## src/rtl/vadsr_pkg.sv

```systemverilog
`timescale 1ns / 1ps

package vadsr_pkg;

  // default voice count
  localparam int unsigned VOICES_DEF = 64;

  // full envelope level
  localparam logic [7:0] FULL_LEVEL = 8'd128;

  // serial divider widths
  localparam int unsigned DIV_W = 16;
  localparam int unsigned DEN_W = 8;

  // register indexes on the configuration port
  localparam logic [2:0] REG_ATTACK   = 3'd0;
  localparam logic [2:0] REG_DECAY    = 3'd1;
  localparam logic [2:0] REG_SUST_TCK = 3'd2;
  localparam logic [2:0] REG_SUST_LVL = 3'd3;
  localparam logic [2:0] REG_RELEASE  = 3'd4;

  typedef enum logic [1:0] {
    OP_NOTE_ON  = 2'd0,
    OP_NOTE_OFF = 2'd1,
    OP_TICK     = 2'd2,
    OP_WRAP     = 2'd3
  } op_e;

  typedef enum logic [2:0] {
    PH_IDLE    = 3'd0,
    PH_ATTACK  = 3'd1,
    PH_DECAY   = 3'd2,
    PH_SUSTAIN = 3'd3,
    PH_REL_REQ = 3'd4,
    PH_RELEASE = 3'd5,
    PH_WAIT    = 3'd6
  } phase_e;

  typedef enum logic [1:0] {
    DK_ATTACK  = 2'd0,
    DK_DECAY   = 2'd1,
    DK_RELEASE = 2'd2
  } div_kind_e;

  typedef enum logic [1:0] {
    ST_IDLE = 2'd0,
    ST_READ = 2'd1,
    ST_DIV  = 2'd2,
    ST_DONE = 2'd3
  } state_e;

  typedef struct packed {
    logic [7:0] attack;
    logic [7:0] decay;
    logic [7:0] sust_ticks;
    logic [7:0] sust_level;
    logic [7:0] release_t;
  } cfg_t;

  // per-voice state entry
  typedef struct packed {
    phase_e     phase;
    logic [7:0] ticks;
    logic [7:0] level;
    logic [7:0] rel_start;
  } entry_t;

  // outcome of the phase rules, before the division
  typedef struct packed {
    entry_t           next;
    logic             need_div;
    div_kind_e        kind;
    logic [DIV_W-1:0] num;
    logic [DEN_W-1:0] den;
    logic [7:0]       span;
  } rules_t;

endpackage

```

## src/rtl/vadsr_cfg.sv

```systemverilog
`timescale 1ns / 1ps

module vadsr_cfg (
  input  logic               clk_i,
  input  logic               rst_ni,
  input  logic               psel,
  input  logic               penable,
  input  logic               pwrite,
  input  logic [4:0]         paddr,
  input  logic [31:0]        pwdata,
  output logic [31:0]        prdata,
  output logic               pready,
  output vadsr_pkg::cfg_t    cfg_o
);
  import vadsr_pkg::*;

  cfg_t       cfg_q, cfg_d;
  logic [2:0] reg_idx;
  logic       wr_en;
  logic [7:0] rd_val;

  assign reg_idx = paddr[4:2];
  assign wr_en   = psel & penable & pwrite;
  assign pready  = 1'b1;

  // register write decode
  always_comb begin
    cfg_d = cfg_q;
    if (wr_en) begin
      case (reg_idx)
        REG_ATTACK:   cfg_d.attack     = pwdata[7:0];
        REG_DECAY:    cfg_d.decay      = pwdata[7:0];
        REG_SUST_TCK: cfg_d.sust_ticks = pwdata[7:0];
        REG_SUST_LVL: cfg_d.sust_level = pwdata[7:0];
        REG_RELEASE:  cfg_d.release_t  = pwdata[7:0];
        default:      cfg_d = cfg_q;
      endcase
    end
  end

  always_ff @(posedge clk_i or negedge rst_ni) begin
    if (!rst_ni) begin
      cfg_q <= '{attack:     8'd0,
                 decay:      8'd0,
                 sust_ticks: 8'd0,
                 sust_level: FULL_LEVEL,
                 release_t:  8'd0};
    end else begin
      cfg_q <= cfg_d;
    end
  end

  // read mux
  always_comb begin
    case (reg_idx)
      REG_ATTACK:   rd_val = cfg_q.attack;
      REG_DECAY:    rd_val = cfg_q.decay;
      REG_SUST_TCK: rd_val = cfg_q.sust_ticks;
      REG_SUST_LVL: rd_val = cfg_q.sust_level;
      REG_RELEASE:  rd_val = cfg_q.release_t;
      default:      rd_val = 8'd0;
    endcase
  end

  assign prdata = {24'd0, rd_val};
  assign cfg_o  = cfg_q;

endmodule

```

## src/rtl/vadsr_rules.sv

```systemverilog
`timescale 1ns / 1ps

module vadsr_rules (
  input  vadsr_pkg::op_e    op_i,
  input  vadsr_pkg::entry_t cur_i,
  input  vadsr_pkg::cfg_t   cfg_i,
  output vadsr_pkg::rules_t rules_o
);
  import vadsr_pkg::*;

  phase_e     ph;
  logic [7:0] t;
  logic [7:0] lv;
  logic [7:0] rs;
  logic [7:0] s;
  logic [7:0] span;
  logic [7:0] mul_a;
  logic [7:0] mul_b;
  logic [7:0] den;
  logic       need;
  div_kind_e  kind;
  logic [15:0] prod;

  // cascaded phase rules; at most one division is left over
  always_comb begin
    ph    = cur_i.phase;
    t     = cur_i.ticks;
    lv    = cur_i.level;
    rs    = cur_i.rel_start;
    s     = (cfg_i.sust_level > FULL_LEVEL) ? FULL_LEVEL : cfg_i.sust_level;
    span  = FULL_LEVEL - s;
    mul_a = 8'd0;
    mul_b = 8'd0;
    den   = 8'd1;
    need  = 1'b0;
    kind  = DK_ATTACK;
    case (op_i)
      OP_NOTE_ON: begin
        ph = PH_ATTACK;
        t  = 8'd0;
      end
      OP_NOTE_OFF: begin
        if (ph == PH_ATTACK || ph == PH_DECAY || ph == PH_SUSTAIN) begin
          ph = PH_REL_REQ;
        end
      end
      OP_TICK: begin
        if (ph == PH_IDLE) begin
          t  = 8'd0;
          lv = 8'd0;
        end
        if (ph == PH_ATTACK) begin
          if (t < cfg_i.attack) begin
            t    = t + 8'd1;
            need = 1'b1;
            kind = DK_ATTACK;
            den  = cfg_i.attack;
          end else begin
            lv = FULL_LEVEL;
            t  = 8'd0;
            ph = PH_DECAY;
          end
        end
        if (ph == PH_DECAY) begin
          if (t < cfg_i.decay) begin
            t     = t + 8'd1;
            need  = 1'b1;
            kind  = DK_DECAY;
            mul_a = span;
            mul_b = t;
            den   = (cfg_i.decay > 8'd1) ? (cfg_i.decay - 8'd1) : 8'd1;
          end else begin
            t  = 8'd0;
            ph = PH_SUSTAIN;
          end
        end
        if (ph == PH_SUSTAIN) begin
          lv = s;
          rs = s;
          if (cfg_i.sust_ticks != 8'd0) begin
            if (t < cfg_i.sust_ticks) begin
              t = t + 8'd1;
            end else begin
              t  = 8'd0;
              ph = PH_RELEASE;
            end
          end
        end
        if (ph == PH_REL_REQ) begin
          t  = 8'd0;
          rs = lv;
          ph = PH_RELEASE;
        end
        if (ph == PH_RELEASE) begin
          if (t < cfg_i.release_t) begin
            t     = t + 8'd1;
            need  = 1'b1;
            kind  = DK_RELEASE;
            mul_a = rs;
            mul_b = cfg_i.release_t - t;
            den   = cfg_i.release_t;
          end else begin
            t  = 8'd0;
            ph = PH_WAIT;
          end
        end
      end
      OP_WRAP: begin
        if (ph == PH_WAIT) begin
          ph = PH_IDLE;
        end
      end
      default: ph = cur_i.phase;
    endcase
  end

  // single 8x8 product feeds the divider dividend
  assign prod = mul_a * mul_b;

  always_comb begin
    rules_o.next.phase     = ph;
    rules_o.next.ticks     = t;
    rules_o.next.level     = lv;
    rules_o.next.rel_start = rs;
    rules_o.need_div       = need;
    rules_o.kind           = kind;
    rules_o.num            = (kind == DK_ATTACK) ? {1'b0, t, 7'd0} : prod;
    rules_o.den            = den;
    rules_o.span           = span;
  end

endmodule

```

## src/rtl/vadsr_div.sv

```systemverilog
`timescale 1ns / 1ps

module vadsr_div (
  input  logic                          clk_i,
  input  logic                          rst_ni,
  input  logic                          start_i,
  input  logic [vadsr_pkg::DIV_W-1:0]   dividend_i,
  input  logic [vadsr_pkg::DEN_W-1:0]   divisor_i,
  output logic                          done_o,
  output logic [vadsr_pkg::DIV_W-1:0]   quotient_o
);
  import vadsr_pkg::*;

  localparam int unsigned CntW = $clog2(DIV_W);

  logic             busy_q, busy_d;
  logic             done_q, done_d;
  logic [CntW-1:0]  cnt_q, cnt_d;
  logic [DEN_W-1:0] rem_q, rem_d;
  logic [DIV_W-1:0] quo_q, quo_d;
  logic [DEN_W-1:0] den_q, den_d;
  logic [DEN_W:0]   shifted;
  logic [DEN_W+1:0] diff;
  logic             ge;

  // one restoring step: shift in the next dividend bit, trial subtract
  assign shifted = {rem_q, quo_q[DIV_W-1]};
  assign diff    = {1'b0, shifted} - {2'b0, den_q};
  assign ge      = ~diff[DEN_W+1];

  always_comb begin
    busy_d = busy_q;
    done_d = 1'b0;
    cnt_d  = cnt_q;
    rem_d  = rem_q;
    quo_d  = quo_q;
    den_d  = den_q;
    if (start_i) begin
      busy_d = 1'b1;
      cnt_d  = '0;
      rem_d  = '0;
      quo_d  = dividend_i;
      den_d  = divisor_i;
    end else if (busy_q) begin
      rem_d = ge ? diff[DEN_W-1:0] : shifted[DEN_W-1:0];
      quo_d = {quo_q[DIV_W-2:0], ge};
      cnt_d = cnt_q + 1'b1;
      if (cnt_q == CntW'(DIV_W - 1)) begin
        busy_d = 1'b0;
        done_d = 1'b1;
      end
    end
  end

  always_ff @(posedge clk_i or negedge rst_ni) begin
    if (!rst_ni) begin
      busy_q <= 1'b0;
      done_q <= 1'b0;
      cnt_q  <= '0;
    end else begin
      busy_q <= busy_d;
      done_q <= done_d;
      cnt_q  <= cnt_d;
    end
  end

  // datapath shift registers
  always_ff @(posedge clk_i) begin
    rem_q <= rem_d;
    quo_q <= quo_d;
    den_q <= den_d;
  end

  assign done_o     = done_q;
  assign quotient_o = quo_q;

endmodule

```

## src/rtl/voice_adsr_envelope.sv

```systemverilog
`timescale 1ns / 1ps

// Polyphonic ADSR envelope engine. Each input transaction names a voice and an
// operation (note on, note off, tick, oscillator wrap) and yields one output
// transaction with the voice's level (0..128) and phase after the step. Items
// are processed one at a time: no new item is accepted until the last one has
// been loaded into the output register. Each item passes through the READ and
// DONE states; a tick that computes an attack, decay or release level also
// waits in the DIV state on the 16-bit restoring divider, which retires one
// quotient bit per cycle. A full output register that is not being taken
// holds the engine until it drains. Voice state lives in a VOICES-entry
// memory with one valid flag per voice, so it reads as zero right after reset
// with no clearing pass. A voice index at or above VOICES returns level 0,
// phase 0 and changes nothing. Configuration registers sit at byte addresses
// 0, 4, 8, 12 and 16; the user is to write them only while the engine is
// idle, and the block itself does not enforce this.

module voice_adsr_envelope #(
  parameter int unsigned VOICES = vadsr_pkg::VOICES_DEF
) (
  input  logic        clk_i,
  input  logic        rst_ni,
  // apb configuration port
  input  logic        psel,
  input  logic        penable,
  input  logic        pwrite,
  input  logic [4:0]  paddr,
  input  logic [31:0] pwdata,
  output logic [31:0] prdata,
  output logic        pready,
  // input stream
  input  logic        s_axis_tvalid_i,
  output logic        s_axis_tready_o,
  input  logic [7:0]  s_axis_tdata_i,   // [1:0] op, [7:2] voice
  // output stream
  output logic        m_axis_tvalid_o,
  input  logic        m_axis_tready_i,
  output logic [15:0] m_axis_tdata_o    // [7:0] level, [10:8] phase, [15:11] zero
);
  import vadsr_pkg::*;

  localparam int unsigned IdxW = (VOICES > 1) ? $clog2(VOICES) : 1;

  state_e           state_q, state_d;
  cfg_t             cfg;
  logic             in_accept;
  logic [5:0]       in_voice;
  logic [IdxW-1:0]  in_idx;
  op_e              op_q;
  logic [IdxW-1:0]  idx_q;
  logic             in_range_q;
  entry_t           mem [VOICES];
  logic [VOICES-1:0] vld_q;
  entry_t           rd_q;
  logic             rd_vld_q;
  entry_t           cur;
  rules_t           rules;
  rules_t           rule_q;
  logic             div_start;
  logic             div_done;
  logic [DIV_W-1:0] quo;
  entry_t           fin;
  logic [7:0]       drop;
  logic             load_out;
  logic             out_free;
  logic             m_valid_q, m_valid_d;
  logic [7:0]       out_level_q;
  logic [2:0]       out_phase_q;

  vadsr_cfg u_cfg (
    .clk_i   (clk_i),
    .rst_ni  (rst_ni),
    .psel    (psel),
    .penable (penable),
    .pwrite  (pwrite),
    .paddr   (paddr),
    .pwdata  (pwdata),
    .prdata  (prdata),
    .pready  (pready),
    .cfg_o   (cfg)
  );

  assign in_accept = s_axis_tvalid_i & s_axis_tready_o;
  assign in_voice  = s_axis_tdata_i[7:2];
  assign in_idx    = IdxW'(in_voice);

  // capture the transaction
  always_ff @(posedge clk_i or negedge rst_ni) begin
    if (!rst_ni) begin
      op_q       <= OP_NOTE_ON;
      idx_q      <= '0;
      in_range_q <= 1'b0;
    end else if (in_accept) begin
      op_q       <= op_e'(s_axis_tdata_i[1:0]);
      idx_q      <= in_idx;
      in_range_q <= (32'(in_voice) < VOICES);
    end
  end

  // voice state memory, registered read
  always_ff @(posedge clk_i) begin
    if (in_accept) begin
      rd_q <= mem[in_idx];
    end
    if (load_out && in_range_q) begin
      mem[idx_q] <= fin;
    end
  end

  // per-voice valid flags stand in for the reset of the memory
  always_ff @(posedge clk_i or negedge rst_ni) begin
    if (!rst_ni) begin
      vld_q    <= '0;
      rd_vld_q <= 1'b0;
    end else begin
      if (in_accept) begin
        rd_vld_q <= vld_q[in_idx];
      end
      if (load_out && in_range_q) begin
        vld_q[idx_q] <= 1'b1;
      end
    end
  end

  assign cur = rd_vld_q ? rd_q : '0;

  vadsr_rules u_rules (
    .op_i    (op_q),
    .cur_i   (cur),
    .cfg_i   (cfg),
    .rules_o (rules)
  );

  always_ff @(posedge clk_i) begin
    if (state_q == ST_READ) begin
      rule_q <= rules;
    end
  end

  vadsr_div u_div (
    .clk_i      (clk_i),
    .rst_ni     (rst_ni),
    .start_i    (div_start),
    .dividend_i (rules.num),
    .divisor_i  (rules.den),
    .done_o     (div_done),
    .quotient_o (quo)
  );

  // final level from the quotient
  always_comb begin
    fin  = rule_q.next;
    drop = 8'd0;
    if (rule_q.need_div) begin
      case (rule_q.kind)
        DK_ATTACK:  fin.level = quo[7:0];
        DK_DECAY: begin
          drop      = (quo > {8'd0, rule_q.span}) ? rule_q.span : quo[7:0];
          fin.level = FULL_LEVEL - drop;
        end
        DK_RELEASE: fin.level = quo[7:0];
        default:    fin.level = rule_q.next.level;
      endcase
    end
  end

  assign out_free = ~m_valid_q | m_axis_tready_i;

  // sequencer
  always_comb begin
    state_d         = state_q;
    s_axis_tready_o = 1'b0;
    div_start       = 1'b0;
    load_out        = 1'b0;
    case (state_q)
      ST_IDLE: begin
        s_axis_tready_o = 1'b1;
        if (s_axis_tvalid_i) begin
          state_d = ST_READ;
        end
      end
      ST_READ: begin
        if (in_range_q && rules.need_div) begin
          div_start = 1'b1;
          state_d   = ST_DIV;
        end else begin
          state_d = ST_DONE;
        end
      end
      ST_DIV: begin
        if (div_done) begin
          state_d = ST_DONE;
        end
      end
      ST_DONE: begin
        if (out_free) begin
          load_out = 1'b1;
          state_d  = ST_IDLE;
        end
      end
      default: state_d = ST_IDLE;
    endcase
  end

  always_ff @(posedge clk_i or negedge rst_ni) begin
    if (!rst_ni) begin
      state_q <= ST_IDLE;
    end else begin
      state_q <= state_d;
    end
  end

  // output register
  assign m_valid_d = (m_valid_q & ~m_axis_tready_i) | load_out;

  always_ff @(posedge clk_i or negedge rst_ni) begin
    if (!rst_ni) begin
      m_valid_q <= 1'b0;
    end else begin
      m_valid_q <= m_valid_d;
    end
  end

  always_ff @(posedge clk_i) begin
    if (load_out) begin
      out_level_q <= in_range_q ? fin.level : 8'd0;
      out_phase_q <= in_range_q ? fin.phase : 3'd0;
    end
  end

  assign m_axis_tvalid_o = m_valid_q;
  assign m_axis_tdata_o  = {5'd0, out_phase_q, out_level_q};

endmodule
```

## config.mk

```make
export PLATFORM = sky130hd
export DESIGN_NAME = voice_adsr_envelope
export DESIGN_NICKNAME = d
export VERILOG_FILES = /design/src/rtl/vadsr_pkg.sv /design/src/rtl/vadsr_cfg.sv /design/src/rtl/vadsr_rules.sv /design/src/rtl/vadsr_div.sv /design/src/rtl/voice_adsr_envelope.sv
export SDC_FILE = /design/constraint.sdc
export NUM_CORES = 2
export LEC_CHECK = 0
export BUFFER_PORTS_ARGS = -buffer_cell sky130_fd_sc_hd__buf_2
export CAP_MARGIN = 0
export CORE_MARGIN = 2
export CORE_UTILIZATION = 57
export CTS_CLUSTER_DIAMETER = 200
export DETAILED_ROUTE_END_ITERATION = 8
export PLACE_DENSITY = 0.82
export SKIP_LAST_GASP = 1
export SLEW_MARGIN = 10
export SYNTH_ARGS = -nofsm -noshare
export SYNTH_HDL_FRONTEND = slang
export SYNTH_HIERARCHICAL = 1
export SYNTH_SLANG_ARGS = --single-unit
export TNS_END_PERCENT = 100
```

## constraint.sdc

```tcl
create_clock -name clk_i -period 11.8 [get_ports clk_i]
set_clock_uncertainty 0.05 [all_clocks]
set_input_delay 0.59 -clock clk_i [delete_from_list [all_inputs] [get_ports clk_i]]
set_output_delay 0.59 -clock clk_i [all_outputs]
set_load 0.05 [all_outputs]
```

After elaboration in Yosys (flattened, before gate mapping)
Memories as Yosys holds them, arrays and structs flattened. A register that Yosys moved wholly into a read port is not among the register bits. Cells that the tools add are included.

Register bits: 204. RAM bits: 1728. Bits of input ports: 52. Output and inout port bits: 51. Logic and storage cells: 206. Memories kept: 1.

Add/sub/neg operators: 10. Multipliers: 1. Magnitude comparators: 10. Equality and inequality tests: 24. Mux-type cells: 103. Bitwise gates (word level): 10. Reductions and logical operators: 20.

Memories: mem (depth 64, bits a word 27, read ports 1, clocked after Yosys merged registers in 1, write ports 1, RTL line voice_adsr_envelope.sv:52) `entry_t mem [VOICES];`.

Operators with widths (count): 8-bit two-way mux (43); 64-bit bitwise OR (1); 16-bit two-way mux (3); 3-bit two-way mux (16); 8-bit case mux with 5 select lines (1); 8-bit by 1-bit adder with 8-bit output, second input constant (4); 8-bit less-than comparator (4); 8-bit case mux with 2 select lines (2); 27-bit two-way mux (1); 1-bit two-way mux (24); 3-bit by 2-bit equality test with 1-bit output, second input constant (6); 16-bit by 8-bit greater-than comparator with 1-bit output (1); 8-bit by 8-bit multiplier with 16-bit output (1); 8-bit subtractor, first input constant (2); 6-bit by 7-bit less-than comparator with 1-bit output, second input constant (2); 2-bit two-way mux (7); 3-bit equality test, second input constant (4); 3-bit case mux with 4 select lines (1); 2-bit equality test, second input constant (5); 2-bit AND reduction (5); 9-bit by 8-bit subtractor with 10-bit output (1); 8-bit by 1-bit greater-than comparator with 1-bit output, second input constant (1); 8-bit greater-than comparator, second input constant (1); 2-bit zero test (4); other kinds (23) (38).

Depth between registers and ports, before layout
Word-level depth: 28. Depth in mapped cells: 67.

Modules after synthesis
The synthesis kept the hierarchy.

Modules (own cells, without submodules): voice_adsr_envelope (times used 1, cells each 3013, area an instance 71910.2 um^2, seq. area each 56098.8 um^2); vadsr_rules (times used 1, cells each 804, area an instance 5592.9 um^2, seq. area each 0.0 um^2); vadsr_cfg (times used 1, cells each 160, area an instance 2108.3 um^2, seq. area each 1002.2 um^2); vadsr_div (times used 1, cells each 159, area an instance 1909.3 um^2, seq. area each 1031.0 um^2).

Least setup slack after synthesis
Ideal clock, no wire load.

Path kind: reg-to-reg. Start point: reg rd_vld_q. End point: reg u_div.quo_q[15], in the netlist u_div/quotient_o[15] (data pin). Setup time: 0.260 ns. Arrival time: 12.748 ns. Setup slack: -1.258 ns. Stages on the path, launching flop included: 66. Buffers on the path: 4. Period minus slack after synthesis: 13.058 ns. Path through: dfrtp_1 -> clkbuf_1 -> and2_1 -> buf_2 -> or2_2 -> clkbuf_1 -> nor2_1 -> nor2b_1 -> ha_1 -> nand2_1 -> o21a_1 -> a21o_1 -> o21ai_0 -> inv_1 -> ha_1 -> a211oi_1 -> o211ai_1 -> or3_1 -> (+30 left out) -> inv_1 -> fa_1 -> inv_1 -> fa_1 -> inv_1 -> ha_1 -> inv_1 -> o21bai_1 -> a21oi_1 -> nor2b_1 -> o21a_1 -> o21ai_0 -> nand2b_1 -> a21oi_1 -> o21ai_0 -> xnor2_1 -> nor2_1 -> mux2_2.

RTL lines: start, declared (RTL line voice_adsr_envelope.sv:55) `logic rd_vld_q;`; start signal, assigned (RTL line voice_adsr_envelope.sv:117) `rd_vld_q <= vld_q[in_idx];`; end signal, assigned (RTL line vadsr_div.sv:70) `quo_q <= quo_d;`; end, declared (RTL line vadsr_div.sv:20) `logic [DIV_W-1:0] quo_q, quo_d;`.

==> summary.md <==
| Metric | Value |
|---|---|
| Result of the run | complete, but fails checks |
| Failing checks | design-rule violations, negative setup slack |
| Worst r2r path cells | between 50 and 60 |
| Critical path type | reg2reg |
| Longest Clk Path Bufs | 3 |
| Number of global-route vias before repair | roughly 45000 |
| Final critical path time including I/O delays and setup | around 12 ns |
| Switching pwr | 5.45 mW |
| Drc violations | 1 |
| Drt wl/cell | about 36 um |
| Congestion Overflow GR | 0 |
| First-pass GRT wire length | 331000 um |
| Initial antenna violation count | 14 |
| Inserted Clock Buffers | 181 |
| Fraction of layout instances using a drive strength above 1 | 31.2% |
| Internal Pwr Total | roughly 13 mW |
| Port Buffer Count | between 40 and 50 |
| Maximum frequency from static timing analysis | between 80 and 90 MHz |
| Placed Cells incl. Taps | approximately 6000 |
| Final hold vios | 0 |
| Count of different cell masters after synthesis | between 90 and 100 |
| Cells after Synth | around 4100 |
| Number of synthesized flops with an enable pin | 1828 |
| Final standard cell count with taps included and fillers excluded | between 6000 and 7000 |
| Via count | about 45000 |
| Switching part of the total power | between 20% and 30% |
| Worst reg2reg path endpoint | u_div/quotient_o[15] |
| Max_cap viols | 0 |
| Sequential fraction of design power | between 40% and 50% |
| H-Tree Level Count | 4 |
| Share of flip-flops with an asynchronous set or reset after synthesis | roughly 6.3% |
| Most common cell after layout, fill and taps aside | edfxtp_1 |
| PnR worst setup slack | -0.0451 ns |
| Full die area | around 0.15 mm^2 |
| Total GRT Usage | between 30% and 40% |
| LEAKAGE | about 31 nW |
| Half-perimeter wire length after placement | around 120000 um |
| Crit path largest cell delay | roughly 0.55 ns |
| Maximum VDD drop | about 200 uV |
| Timing startpoint of the critical path | rd_vld_q |
| Max-Slew Margin vs Limit | roughly 4.2% |
| Number of nets in the final layout | roughly 4600 |
| Number of violations reported at the end of detailed-routing iteration 0 | around 8000 |
| Worst path arrival time | 12.36 ns |
| Worst-path cell with the longest stage delay | fa_1 |
| Slack of the worst reg-to-reg path | -0.05 ns |
| End of the worst hold path | u_cfg/cfg_o[12] |
| Growth of design area from synthesis to finish | 12.7% |
| Power per unit of standard cell area | 202 mW/mm^2 |
| Clk_lat worst skew | approximately 0.83 ns |
| Total count of max-transition violations in the final report | 0 |
| Clock Sink Count | 1959 |
| Global placer's final weighted congestion | between 0.9 and 1 |
| Area of the mapped netlist | roughly 0.082 mm^2 |
| Highest-count cells in the layout ignoring fill and taps | edfxtp_1, mux4_2, buf_4, clkbuf_16, inv_1 |
| Detail-routed via count per cell | approximately 7.0 |
| Final total power | ~19 mW |
| DIE WIDTH | 382 um |
| CTS tree | done |
| Final WL | 231000 um |
| Number of warnings issued by yosys | 6 |
| Starting density of the core | between 50% and 60% |
| Number of core rows | about 140 |
| Worst r2r src | rd_vld_q |
| Maximum fanout along the worst path | 8 |
| Setup repair after global routing missed its margin | yes |
| Cell count of the worst hold path | 2 |
| Worst min-delay path startpoint | pwdata[4] |
| Overall die height | 382 um |
| Clk pwr share | 31.8% |
| HP Class | in2reg |
| Number of nets with antenna violations after routing | 0 |
| Category of the worst setup path capture point | flop |
| Most used DFF post-synth | edfxtp_1 |
| Most Frequent Cell on Critical Path | a21oi_2 |
| Clock Pin Slew Worst Setup and Hold Paths | 0.06 ns |
| Clock Tree Root | clkbuf_16 |
| Synthesis-stage register bit count | 1959 |
| Post-route clock period utilization | 100% |
| Post-placement worst setup slack | -0.0375 ns |
| Final design utilization | 64.8% |
| Detailed-routing iteration count for the pre-antenna-repair pass | 9 |
| Sequential share of the synthesized area | between 70% and 80% |
| Data required time of the worst path | approximately 12 ns |
| Worst setup SP type | flop |
| Core Footprint | approximately 0.14 mm^2 |
| Final Setup Violations | 3 |
| Largest net degree at the start of global routing | ~140 |
| Mean instance size in the synthesized netlist | slightly below 20 um^2 |
| Number of top-level pins | slightly above 100 |
| Transition time of the tightest slew-check pin | between 1 and 1.5 ns |
| Proportion of power drawn by combinational gates | a little under a fifth |
[flip-flops by register name, summed over array words and instances, names as in the netlist]
| signal | cells |
|---|---|
| u_div/quotient_o | 16 |
| op_q | 2 |
| u_div/rem_q | 8 |
| u_div/cnt_q | 4 |
| state_q | 2 |
| u_cfg/cfg_o | 40 |
| in_range_q | 1 |
| out_level_q | 8 |
| mem | 1728 |
| rd_vld_q | 1 |
| fin | 19 |
| idx_q | 6 |
| vld_q | 64 |
| u_div/den_q | 8 |
| u_div/busy_q | 1 |
| out_phase_q | 3 |
| m_axis_tvalid_o | 1 |
| rd_q | 27 |
| rule_q | 19 |
| u_div/done_o | 1 |
[how the worst max path moves through the flow]
stage                           end  slack [ns]  cells after the start
3_3_place_gp   u_div/quotient_o[15]        0.10                     60
4_1_cts        u_div/quotient_o[15]        0.02                     61
3_5_place_dp   u_div/quotient_o[15]       -0.04                     60
5_1_grt        u_div/quotient_o[15]       -0.60                     63
2_1_floorplan  u_div/quotient_o[15]       0.003                     62
6_report       u_div/quotient_o[15]       -0.05                     59
[synthesized netlist by cell type, drive strengths merged (15+ instances only)]
library cell	number	share of area, %
xor2	15	0.16
o21ai	56	0.34
mux2i	28	0.34
nor2b	35	0.27
nand3	25	0.15
edfxtp	1828	67
dfrtp	122	3.7
a22oi	75	0.69
nor3	19	0.12
clkbuf	106	0.49
fa	38	0.93
and2	39	0.30
mux2	74	1.0
or2	88	0.68
a211oi	16	0.15
a21o	16	0.15
nand2	117	0.54
xnor2	43	0.46
inv	140	0.64
a21oi	62	0.39
nor2	194	0.90
nand2b	23	0.18
ha	101	1.6
mux4	558	15
buf	115	0.83
[logic make-up (layout without fill, tap and decap cells)]
family / count (synthesis) / count (layout) / share of synthesized area (%)
xor+xnor: 59 / 59 / 0.651
compound gates: 332 / 332 / 2.88
fa+ha+maj: 139 / 139 / 2.48
other cells: 3 / 31 / 0.0138
simple gates: 622 / 622 / 3.91
flops: 1959 / 1959 / 71.3
mux: 660 / 660 / 16.8
buf+inv: 362 / 749 / 1.97
[through the flow]
stage	cell area, um^2	hold slack (ns)	TNS (ns)
6_report	91800	0.0484	-0.0985
5_1_grt	91800	0.0415	-2.51
4_1_cts	91400	0.00697	0
3_5_place_dp	85500	0.402	-0.0445
3_3_place_gp	85500	0.395	0
2_1_floorplan	81800	0.244	0
[worst max-delay path: cells and delay by family (launching register included)]
family                     cells  cell delay, ns
adders and majority gates     10            3.81
buffers and inverters          7            0.56
muxes                          1            0.28
DFF                            1            0.44
AOI/OAI and AO/OA             23            3.48
and+or+nand+nor               16            2.57
xor gates and xnor gates       2            0.38
[what timing repair did]
item | 4_1_cts | 5_1_grt
hold buffers | 5 | 0
pin swaps | 21 | 58
buffers inserted | 7 | 21
resized for setup | 16 | 58
setup endpoints to repair | 5 | 8
endpoints found under the hold margin | 65 | 0
[per-layer routing]
layer / vias up / GRT usage, % / share of wire (%)
met4: 24 / 16.9 / 6.2
met3: 844 / 7.38 / 12
met2: 3949 / 50.6 / 48
met1: 22900 / 41.8 / 33
met5: - / 0 / 0.071
li1: 17300 / - / -
[cell type report]
cell class,instances,area [um^2]
diodes,1,2.50
clock buffers,232,4890
clock inverters,103,908
fillers,8451,49900
inverters,141,532
multi-input cells,1842,22900
flip-flops and latches,1959,58100
well taps,1890,2360
repair buffers,273,2070
[power by group through the flow]
stage	logic (mW)	clock network, mW	registers (mW)
floorplan	1.70	0	9.37
global placement	3.07	0	9.15
detailed placement	3.23	0	9.18
CTS	3.35	5.90	9.07
global route	3.69	6.13	9.11
finish	3.54	5.90	9.10
(Power assumes the default switching activity.)
